`config.mk`:
```
export PLATFORM = sky130hd
export DESIGN_NAME = screen_byte_pixel_decoder_flat
export DESIGN_NICKNAME = d
export VERILOG_FILES = /design/src/rtl/core/sbpd_pkg.sv /design/src/rtl/core/sbpd_if.sv /design/src/rtl/core/screen_byte_pixel_decoder.sv /design/src/rtl/core/sbpd_cell.sv /design/src/rtl/core/sbpd_loader.sv /design/src/flat_wrapper.sv
export VERILOG_INCLUDE_DIRS = /design/src /design/src/rtl/core
export SDC_FILE = /design/constraint.sdc
export NUM_CORES = 1
export LEC_CHECK = 0
export BUFFER_PORTS_ARGS = -buffer_cell sky130_fd_sc_hd__buf_2
export CAP_MARGIN = 5
export CORE_UTILIZATION = 25
export DETAILED_ROUTE_END_ITERATION = 12
export PLACE_DENSITY = 0.51
export REMOVE_ABC_BUFFERS = 1
export SYNTH_ARGS = -nofsm -noshare
export SYNTH_HDL_FRONTEND = slang
export SYNTH_SLANG_ARGS = --single-unit
```
`constraint.sdc`:
```
create_clock -name clk_i -period 7 [get_ports clk_i]
set_input_delay 1.05 -clock clk_i [delete_from_list [all_inputs] [get_ports clk_i]]
set_output_delay 1.05 -clock clk_i [all_outputs]
set_load 0.05 [all_outputs]
```
`src/rtl/core/screen_byte_pixel_decoder_defines.svh`:
```
// Assertion helpers for the screen byte pixel decoder.
`ifndef SCREEN_BYTE_PIXEL_DECODER_DEFINES_SVH
`define SCREEN_BYTE_PIXEL_DECODER_DEFINES_SVH

// Check a property on every clock edge outside reset.
`define SBPD_ASSERT(lbl, prop, msg) \
  lbl: assert property (@(posedge clk_i) disable iff (!rst_ni) (prop)) else $error(msg);

// Check that a condition implies another one in the same cycle.
`define SBPD_ASSERT_IMP(lbl, cond, prop, msg) \
  lbl: assert property (@(posedge clk_i) disable iff (!rst_ni) (cond) |-> (prop)) \
    else $error(msg);

`endif

```
`src/rtl/core/sbpd_pkg.sv`:
```
package sbpd_pkg;

  localparam int unsigned NCELL    = 8;
  localparam int unsigned X_W      = 10;
  localparam int unsigned Y_W      = 8;
  localparam int unsigned COL_W    = 3;
  localparam int unsigned BYTE_W   = 8;
  localparam int unsigned PAL_W    = 24;
  localparam int unsigned CFG_IDX_W = 2;
  localparam int unsigned COLUMN_W = 7;
  localparam int unsigned ROW_W    = 5;
  localparam int unsigned LINE_W   = 3;

  // Configuration register indexes
  localparam logic [CFG_IDX_W-1:0] CFG_DISPLAY_MODE = 2'd0;
  localparam logic [CFG_IDX_W-1:0] CFG_CUSTOM_PAL   = 2'd1;
  localparam logic [CFG_IDX_W-1:0] CFG_PALETTE      = 2'd2;

  // Display modes; the eighth code is undefined and decodes no pixels
  typedef enum logic [2:0] {
    MODE0 = 3'd0,
    MODE1 = 3'd1,
    MODE2 = 3'd2,
    MODE3 = 3'd3,
    MODE4 = 3'd4,
    MODE5 = 3'd5,
    MODE6 = 3'd6
  } mode_e;

  typedef enum logic [1:0] {
    KIND_TWO   = 2'd0,
    KIND_FOUR  = 2'd1,
    KIND_EIGHT = 2'd2
  } kind_e;

  // One decoded pixel as held in a chain cell
  typedef struct packed {
    logic [X_W-1:0]   x;
    logic [Y_W-1:0]   y;
    logic [COL_W-1:0] lc;
    logic [COL_W-1:0] pc;
    logic             last;
    logic             frame;
  } pix_t;

  // Per-cycle chain control
  typedef struct packed {
    logic adv;
    logic load;
  } cell_ctl_t;

  // Configuration write
  typedef struct packed {
    logic                 we;
    logic [CFG_IDX_W-1:0] idx;
    logic [PAL_W-1:0]     data;
  } cfg_wr_t;

endpackage

```
`src/rtl/core/sbpd_if.sv`:
```
// Screen byte channel
interface sbpd_byte_if;
  logic                        valid;
  logic                        ready;
  logic [sbpd_pkg::BYTE_W-1:0] screen_byte;

  modport source (output valid, output screen_byte, input ready);
  modport sink   (input valid, input screen_byte, output ready);
endinterface

// Pixel channel
interface sbpd_pix_if;
  logic                       valid;
  logic                       ready;
  logic [sbpd_pkg::X_W-1:0]   pixel_x;
  logic [sbpd_pkg::Y_W-1:0]   pixel_y;
  logic [sbpd_pkg::COL_W-1:0] logical_colour;
  logic [sbpd_pkg::COL_W-1:0] physical_colour;
  logic                       last_of_byte;
  logic                       frame_done;

  modport source (output valid, output pixel_x, output pixel_y, output logical_colour,
                  output physical_colour, output last_of_byte, output frame_done,
                  input ready);
  modport sink   (input valid, input pixel_x, input pixel_y, input logical_colour,
                  input physical_colour, input last_of_byte, input frame_done,
                  output ready);
endinterface

```
`src/rtl/core/screen_byte_pixel_decoder.sv`:
```
// Channel | Dir | Word                   | Accept
// src_i   | in  | one screen byte        | valid && ready at clk_i rise
// pix_o   | out | one pixel with x and y | valid && ready at clk_i rise
// cfg     | in  | register write         | cfg_we_i at clk_i rise
//
// One pixel leaves per cycle while pix_o.ready is high; a byte yields 8, 4 or 2
// pixels (two-, four-, eight-colour) through cell 0 of the eight-cell shift chain.
// The next byte is taken in the cycle the last pixel of the previous byte leaves.
// A byte in the undefined mode is taken and yields no pixels.
// Reset clears the counters, the configuration and every cell's valid bit.
// A low pix_o.ready holds the whole chain in place.
`include "screen_byte_pixel_decoder_defines.svh"

module screen_byte_pixel_decoder (
  input  logic                           clk_i,
  input  logic                           rst_ni,
  sbpd_byte_if.sink                      src_i,
  sbpd_pix_if.source                     pix_o,
  input  logic                           cfg_we_i,
  input  logic [sbpd_pkg::CFG_IDX_W-1:0] cfg_idx_i,
  input  logic [sbpd_pkg::PAL_W-1:0]     cfg_data_i
);
  import sbpd_pkg::*;

  cfg_wr_t                cfg;
  cell_ctl_t              ctl;
  logic                   fire;
  logic [NCELL-1:0]       load_vld;
  pix_t [NCELL-1:0]       load_pix;
  logic [NCELL-1:0]       vld;
  pix_t [NCELL-1:0]       pix;
  logic [NCELL-1:0]       nb_vld;
  pix_t [NCELL-1:0]       nb_pix;
  logic [NCELL:0]         vld_inc;

  assign cfg.we   = cfg_we_i;
  assign cfg.idx  = cfg_idx_i;
  assign cfg.data = cfg_data_i;

  // Advance when the head is empty or taken; load once only the head remains
  assign ctl.adv     = !vld[0] || pix_o.ready;
  assign src_i.ready = !(|vld[NCELL-1:1]) && ctl.adv;
  assign fire        = src_i.valid && src_i.ready;
  assign ctl.load    = fire;

  sbpd_loader u_loader (
    .clk_i      (clk_i),
    .rst_ni     (rst_ni),
    .cfg_i      (cfg),
    .fire_i     (fire),
    .byte_i     (src_i.screen_byte),
    .load_vld_o (load_vld),
    .load_pix_o (load_pix)
  );

  // Feed each cell from its upper neighbor; the top cell drains to empty
  always_comb begin
    for (int i = 0; i < NCELL - 1; i++) begin
      nb_vld[i] = vld[i+1];
      nb_pix[i] = pix[i+1];
    end
    nb_vld[NCELL-1] = 1'b0;
    nb_pix[NCELL-1] = pix[NCELL-1];
  end

  for (genvar g = 0; g < NCELL; g++) begin : g_cell
    sbpd_cell u_cell (
      .clk_i      (clk_i),
      .rst_ni     (rst_ni),
      .ctl_i      (ctl),
      .load_vld_i (load_vld[g]),
      .load_pix_i (load_pix[g]),
      .nb_vld_i   (nb_vld[g]),
      .nb_pix_i   (nb_pix[g]),
      .vld_o      (vld[g]),
      .pix_o      (pix[g])
    );
  end

  // Head cell drives the output word
  assign pix_o.valid           = vld[0];
  assign pix_o.pixel_x         = pix[0].x;
  assign pix_o.pixel_y         = pix[0].y;
  assign pix_o.logical_colour  = pix[0].lc;
  assign pix_o.physical_colour = pix[0].pc;
  assign pix_o.last_of_byte    = pix[0].last;
  assign pix_o.frame_done      = pix[0].frame;

  // Valid cells always form an unbroken run from the head
  assign vld_inc = {1'b0, vld} + (NCELL+1)'(1);

  `SBPD_ASSERT(a_chain_packed, $onehot0(vld_inc), "chain has a hole")
  `SBPD_ASSERT_IMP(a_last_alone, vld[0] && pix[0].last, !(|vld[NCELL-1:1]), "pixels after last")
  `SBPD_ASSERT_IMP(a_frame_last, vld[0] && pix[0].frame, pix[0].last, "frame end mid byte")
  `SBPD_ASSERT_IMP(a_load_empty, fire, !(|vld[NCELL-1:1]), "byte loaded over live pixels")

endmodule

```
`src/rtl/core/sbpd_cell.sv`:
```
module sbpd_cell (
  input  logic                  clk_i,
  input  logic                  rst_ni,
  input  sbpd_pkg::cell_ctl_t   ctl_i,
  input  logic                  load_vld_i,
  input  sbpd_pkg::pix_t        load_pix_i,
  input  logic                  nb_vld_i,
  input  sbpd_pkg::pix_t        nb_pix_i,
  output logic                  vld_o,
  output sbpd_pkg::pix_t        pix_o
);
  import sbpd_pkg::*;

  logic vld_q;
  pix_t pix_q;

  // Take a fresh pixel on load, otherwise take the neighbor's on advance
  always_ff @(posedge clk_i or negedge rst_ni) begin
    if (!rst_ni) begin
      vld_q <= 1'b0;
    end else if (ctl_i.load) begin
      vld_q <= load_vld_i;
    end else if (ctl_i.adv) begin
      vld_q <= nb_vld_i;
    end
  end

  always_ff @(posedge clk_i) begin
    if (ctl_i.load) begin
      pix_q <= load_pix_i;
    end else if (ctl_i.adv) begin
      pix_q <= nb_pix_i;
    end
  end

  assign vld_o = vld_q;
  assign pix_o = pix_q;

endmodule

```
`src/rtl/core/sbpd_loader.sv`:
```
module sbpd_loader (
  input  logic                                clk_i,
  input  logic                                rst_ni,
  input  sbpd_pkg::cfg_wr_t                   cfg_i,
  input  logic                                fire_i,
  input  logic [sbpd_pkg::BYTE_W-1:0]         byte_i,
  output logic [sbpd_pkg::NCELL-1:0]          load_vld_o,
  output sbpd_pkg::pix_t [sbpd_pkg::NCELL-1:0] load_pix_o
);
  import sbpd_pkg::*;

  logic [2:0]          mode_q;
  logic                cust_q;
  logic [PAL_W-1:0]    pal_q;
  logic [LINE_W-1:0]   line_q, line_d;
  logic [COLUMN_W-1:0] colm_q, colm_d;
  logic [ROW_W-1:0]    row_q, row_d;

  logic                mode_ok;
  kind_e               kind;
  logic [COLUMN_W-1:0] last_col;
  logic [ROW_W-1:0]    last_row;
  logic                gap;
  logic [3:0]          npix;
  logic [X_W-1:0]      x0;
  logic [9:0]          y_full;
  logic                col_end, row_end, frame_end;

  // Logical colour of pixel idx; bit positions wrap at three bits
  function automatic logic [COL_W-1:0] decode_px(kind_e k, logic [BYTE_W-1:0] b,
                                                 logic [2:0] idx);
    logic [COL_W-1:0] r;
    r = '0;
    unique case (k)
      KIND_TWO:   r = {2'b00, b[3'd7 - idx]};
      KIND_FOUR:  r = {1'b0, b[3'd7 - idx], b[3'd3 - idx]};
      KIND_EIGHT: r = {b[3'd5 - idx], b[3'd3 - idx], b[3'd1 - idx]};
      default:    r = '0;
    endcase
    return r;
  endfunction

  // Built-in palette of each colour depth
  function automatic logic [COL_W-1:0] default_pal(kind_e k, logic [COL_W-1:0] lc);
    logic [COL_W-1:0] r;
    r = '0;
    unique case (k)
      KIND_TWO: r = lc[0] ? 3'd7 : 3'd0;
      KIND_FOUR: begin
        case (lc[1:0])
          2'd0:    r = 3'd0;
          2'd1:    r = 3'd1;
          2'd2:    r = 3'd3;
          default: r = 3'd7;
        endcase
      end
      KIND_EIGHT: r = lc;
      default:    r = lc;
    endcase
    return r;
  endfunction

  // Configuration registers
  always_ff @(posedge clk_i or negedge rst_ni) begin
    if (!rst_ni) begin
      mode_q <= '0;
      cust_q <= 1'b0;
      pal_q  <= '0;
    end else if (cfg_i.we) begin
      unique case (cfg_i.idx)
        CFG_DISPLAY_MODE: mode_q <= cfg_i.data[2:0];
        CFG_CUSTOM_PAL:   cust_q <= cfg_i.data[0];
        CFG_PALETTE:      pal_q  <= cfg_i.data;
        default:          ;
      endcase
    end
  end

  // Mode decode
  always_comb begin
    mode_ok  = 1'b1;
    kind     = KIND_TWO;
    last_col = 7'd79;
    last_row = 5'd31;
    gap      = 1'b0;
    unique case (mode_q)
      MODE0: ;
      MODE1: kind = KIND_FOUR;
      MODE2: kind = KIND_EIGHT;
      MODE3: begin
        last_row = 5'd24;
        gap      = 1'b1;
      end
      MODE4: last_col = 7'd39;
      MODE5: begin
        kind     = KIND_FOUR;
        last_col = 7'd39;
      end
      MODE6: begin
        last_col = 7'd39;
        last_row = 5'd24;
        gap      = 1'b1;
      end
      default: mode_ok = 1'b0;
    endcase
  end

  // Byte position and raster coordinates
  always_comb begin
    unique case (kind)
      KIND_TWO: begin
        npix = 4'd8;
        x0   = {colm_q, 3'b000};
      end
      KIND_FOUR: begin
        npix = 4'd4;
        x0   = {1'b0, colm_q, 2'b00};
      end
      KIND_EIGHT: begin
        npix = 4'd2;
        x0   = {2'b00, colm_q, 1'b0};
      end
      default: begin
        npix = 4'd8;
        x0   = {colm_q, 3'b000};
      end
    endcase
    y_full = {2'b00, row_q, 3'b000} + {7'd0, line_q}
           + (gap ? {4'd0, row_q, 1'b0} : 10'd0);
    col_end   = colm_q >= last_col;
    row_end   = row_q >= last_row;
    frame_end = (line_q == 3'd7) && col_end && row_end;
  end

  // Build the eight pixel records for the chain
  always_comb begin
    for (int i = 0; i < NCELL; i++) begin
      logic [COL_W-1:0] lc;
      lc = decode_px(kind, byte_i, i[2:0]);
      load_vld_o[i]       = mode_ok && (i[3:0] < npix);
      load_pix_o[i].x     = x0 + X_W'(i);
      load_pix_o[i].y     = y_full[Y_W-1:0];
      load_pix_o[i].lc    = lc;
      load_pix_o[i].pc    = cust_q ? pal_q[3*lc +: 3] : default_pal(kind, lc);
      load_pix_o[i].last  = (i[3:0] + 4'd1) == npix;
      load_pix_o[i].frame = ((i[3:0] + 4'd1) == npix) && frame_end;
    end
  end

  // Advance the screen counters after every byte in a defined mode
  always_comb begin
    line_d = line_q;
    colm_d = colm_q;
    row_d  = row_q;
    if (fire_i && mode_ok) begin
      if (line_q == 3'd7) begin
        line_d = '0;
        if (col_end) begin
          colm_d = '0;
          row_d  = row_end ? '0 : row_q + 5'd1;
        end else begin
          colm_d = colm_q + 7'd1;
        end
      end else begin
        line_d = line_q + 3'd1;
      end
    end
  end

  always_ff @(posedge clk_i or negedge rst_ni) begin
    if (!rst_ni) begin
      line_q <= '0;
      colm_q <= '0;
      row_q  <= '0;
    end else begin
      line_q <= line_d;
      colm_q <= colm_d;
      row_q  <= row_d;
    end
  end

endmodule

```
`src/flat_wrapper.sv`:
```
// flat-port wrapper written by rule: the top's interface ports become plain ports
module screen_byte_pixel_decoder_flat import sbpd_pkg::*;
  (clk_i, rst_ni, cfg_we_i, cfg_idx_i, cfg_data_i, src_i_valid, src_i_screen_byte, src_i_ready, pix_o_valid, pix_o_pixel_x, pix_o_pixel_y, pix_o_logical_colour, pix_o_physical_colour, pix_o_last_of_byte, pix_o_frame_done, pix_o_ready);
  sbpd_byte_if src_i_i ();
  sbpd_pix_if pix_o_i ();
  input  logic clk_i;
  input  logic rst_ni;
  input  logic cfg_we_i;
  input  logic [sbpd_pkg::CFG_IDX_W-1:0] cfg_idx_i;
  input  logic [sbpd_pkg::PAL_W-1:0] cfg_data_i;
  input wire logic [$bits(src_i_i.valid)-1:0] src_i_valid;
  input wire logic [$bits(src_i_i.screen_byte)-1:0] src_i_screen_byte;
  output wire logic [$bits(src_i_i.ready)-1:0] src_i_ready;
  output wire logic [$bits(pix_o_i.valid)-1:0] pix_o_valid;
  output wire logic [$bits(pix_o_i.pixel_x)-1:0] pix_o_pixel_x;
  output wire logic [$bits(pix_o_i.pixel_y)-1:0] pix_o_pixel_y;
  output wire logic [$bits(pix_o_i.logical_colour)-1:0] pix_o_logical_colour;
  output wire logic [$bits(pix_o_i.physical_colour)-1:0] pix_o_physical_colour;
  output wire logic [$bits(pix_o_i.last_of_byte)-1:0] pix_o_last_of_byte;
  output wire logic [$bits(pix_o_i.frame_done)-1:0] pix_o_frame_done;
  input wire logic [$bits(pix_o_i.ready)-1:0] pix_o_ready;
  assign src_i_i.valid = src_i_valid;
  assign src_i_i.screen_byte = src_i_screen_byte;
  assign src_i_ready = src_i_i.ready;
  assign pix_o_valid = pix_o_i.valid;
  assign pix_o_pixel_x = pix_o_i.pixel_x;
  assign pix_o_pixel_y = pix_o_i.pixel_y;
  assign pix_o_logical_colour = pix_o_i.logical_colour;
  assign pix_o_physical_colour = pix_o_i.physical_colour;
  assign pix_o_last_of_byte = pix_o_i.last_of_byte;
  assign pix_o_frame_done = pix_o_i.frame_done;
  assign pix_o_i.ready = pix_o_ready;
  screen_byte_pixel_decoder u_core (.clk_i(clk_i), .rst_ni(rst_ni), .src_i(src_i_i), .pix_o(pix_o_i), .cfg_we_i(cfg_we_i), .cfg_idx_i(cfg_idx_i), .cfg_data_i(cfg_data_i));
endmodule
```
==> impl_metrics.tcl <==
set metrics [dict create \
    status "finished, final reports clean" \
    utilization_pct 28.75 \
    cp_max_fo 35 \
    slew_viol_final 0 \
    synth-edff-count 207 \
    ys_warn_count 0 \
    antenna_left 0 \
    hold_viol 0 \
    seq_area_frac_synth_pct 56.03 \
    min_path_type "flop to flop" \
    avgViaCountPerCell 4.978 \
    vias 9662 \
    cts.clk_slew.worst_paths_ns 0.06 \
    synthCells 1217 \
    hpwl_um 21970 \
    grt_pass1_vias 9325 \
    skew_ns 0.01133 \
    core_area_um2 52660 \
    syn2layout_area_growth_pct 13.22 \
    fill_cells 5367 \
    synth-main-ff-cell "edfxtp_1" \
    start_util_pct 25.40 \
    path_cells "nor2b_1, inv_1, ha_1, buf_4, a222oi_1, nor2_1, o221ai_1, and3_1, o21ai_0, and3_1" \
    post_cts_buffers 0 \
    cpPeakStageDelay_ns 0.99 \
    required_ns 7.30 \
    synth-seq-cells 258 \
    seq_area_um2 7492 \
    clkSinkCount 258 \
    fin_area_um2 15140 \
    grt_max_degree 105 \
    synthDistinctLibCells 63 \
    cts_buffers 27 \
    finalPower_mw 4.678 \
    drc 0 \
    path_class "flop to flop" \
    syn_area_um2 13370 \
    cpMostUsedCell "and3_1" \
    fin_nets 1296 \
    place.port_buffers 66 \
    drt_iter0_drc 795 \
    dp_cells 1890 \
    min_period_ns 3.839 \
    most-common-layout-cells "207 x edfxtp_1, 151 x nand2_1, 96 x nor2_1" \
    peakVddDrop_mv 0.1748 \
    grt_pass1_wl_um 54520 \
    synthArstFlopShare_pct 19.77 \
    multi_input_area_um2 5443 \
    whs_ns 0.5029 \
    crit_arrival_ns 4.14 \
    gp_congestion 0.8810 \
    post-place-ws_ns 2.806 \
    maxCapViolations 0 \
    num_rows 84 \
    post_cts_resized 0 \
    htreeDepth 1 \
    die_area_um2 54420 \
    fin_ws_ns 3.161 \
    layout-drive-gt1-share_pct 14.71 \
    die_height_um 233.3 \
    wl_per_cell_um 17.79 \
    grt_use_total_pct 12.60 \
    critPathLaunchType "flop" \
    clock.fmax_ghz 0.2605 \
    cts_tree "done" \
    drtPass1Iterations 5 \
    final_common_cell "edfxtp_1" \
    finalNonFillerCells 1941 \
    fin_tns_setup_ns 0 \
    slew_headroom_pct 19.93 \
    rsz0062_at_grt "false" \
    antenna_found_initial 3 \
    p_per_area_nw_per_um2 308.9 \
    drt-total-wl_um 34530 \
    post_dp_cell_area_um2 14340 \
    cts_max_path_buffers 3 \
    ys_top_cells_by_area "edfxtp_1 46%, dfrtp_1 9.5%, nand2_1 4.2%" \
    cts_hold_buffers 0 \
    endpoint_kind "flop" \
    netlist.top_cell.by_area "edfxtp_1" \
    tightest_slew_ns 1.201 \
    clock-root-buffer "clkbuf_16" \
    syn_area_per_cell_um2 10.99 \
    setup_viol 0 \
    fin_crit_sh_pct 54.84 \
    pin_count 67 \
    clk_latency_ns 0.56 \
    synthDominantCellAreaShare_pct 46.48 \
    crit_slowest_cell "a222oi_1" \
    p_leak_nw 5.834 \
    die_w_um 233.3 \
    overflow 0 \
]
registers in the layout, indices dropped and copies added, names as in the netlist:
name and count:
u_core.g_cell.u_cell.pix_o 207, u_core.u_loader.row_q 5, u_core.g_cell.u_cell.vld_o 8, u_core.u_loader.mode_q 3
u_core.u_loader.pal_q 24, u_core.u_loader.line_q 3, u_core.u_loader.colm_q 7, u_core.u_loader.cust_q 1
logic make-up (layout without fill, tap and decap cells):
kind of cell | after synthesis | in the layout | synth area share, %
other | 0 | 2 | 0
AO/OA/AOI/OAI | 351 | 351 | 17.58
buffers and inverters | 115 | 149 | 3.378
adder cells (fa/ha/maj) | 26 | 26 | 2.489
XOR/XNOR | 20 | 20 | 1.310
flip-flops | 258 | 258 | 56.03
AND/OR/NAND/NOR | 381 | 381 | 13.28
multiplexers | 66 | 66 | 5.941
worst max-delay path, delay by kind of cell (launching register included):
kind	cells	cell delay [ns]
compound gates	3	1.34
fa+ha+maj	1	0.21
buf+inv	2	0.37
flops	1	0.48
simple gates	4	1.16
layout make-up:
cell class / count / area share, %
inverter: 17 / 0.4793
timing repair buffer: 83 / 3.107
tap: 688 / 5.685
multi-input combinational: 844 / 35.95
clock inverter: 17 / 0.6776
clock buffer: 32 / 4.586
sequential: 258 / 49.48
antenna: 2 / 0.03306
synthesized netlist by cell type (7+ instances only):
master,n
o221ai_1,21
nor3b_1,9
inv_1,16
or2_2,13
o21a_1,21
o21ai_0,82
o22ai_1,22
and3_1,12
mux4_2,7
a31oi_1,7
ha_1,25
buf_2,10
nor2b_1,7
a21oi_1,48
nand2b_1,15
nor3_1,11
a22oi_1,26
o211ai_1,13
a222oi_1,8
nand2_1,151
mux2_2,37
buf_1,10
clkbuf_1,74
xnor2_1,13
and2_1,20
mux2i_1,22
edfxtp_1,207
xor2_1,7
nand3_1,24
a21o_1,60
nor2_1,96
dfrtp_1,51
power by group:
| part | total [mW] | internal [mW] | switching [mW] | leakage [nW] |
|---|---|---|---|---|
| logic | 1.12 | 0.397 | 0.727 | 2.86 |
| registers | 2.23 | 2.02 | 0.206 | 2.59 |
| clock network | 1.33 | 0.712 | 0.616 | 0.382 |
worst paths after layout:
path                                              startpoint                                 to  slack (ns)  depth (start not counted)
max in group asynchronous                             rst_ni          u_core.u_loader.colm_q[6]        5.90                          2
setup reg to reg                   u_core.u_loader.mode_q[0]   u_core.g_cell[7].u_cell.pix_o[4]        3.16                         10
min in group asynchronous                             rst_ni           u_core.u_loader.pal_q[7]        0.60                          2
setup / recovery                   u_core.u_loader.mode_q[0]   u_core.g_cell[7].u_cell.pix_o[4]        3.16                         10
hold / removal             u_core.g_cell[4].u_cell.pix_o[16]  u_core.g_cell[3].u_cell.pix_o[16]        0.50                          1
hold reg to reg            u_core.g_cell[4].u_cell.pix_o[16]  u_core.g_cell[3].u_cell.pix_o[16]        0.50                          1
layer usage:
layer  vias to the layer above  global-route usage (%)  share of wire [%]
li1                       4575                       -                  -
met1                      4745                   17.53                 47
met2                       272                   19.49                 44
met3                        70                   2.063                5.8
met4                         0                   4.779                3.1
met5                         -                       0                  0
Note: power is estimated with default switching activity, not from simulation.
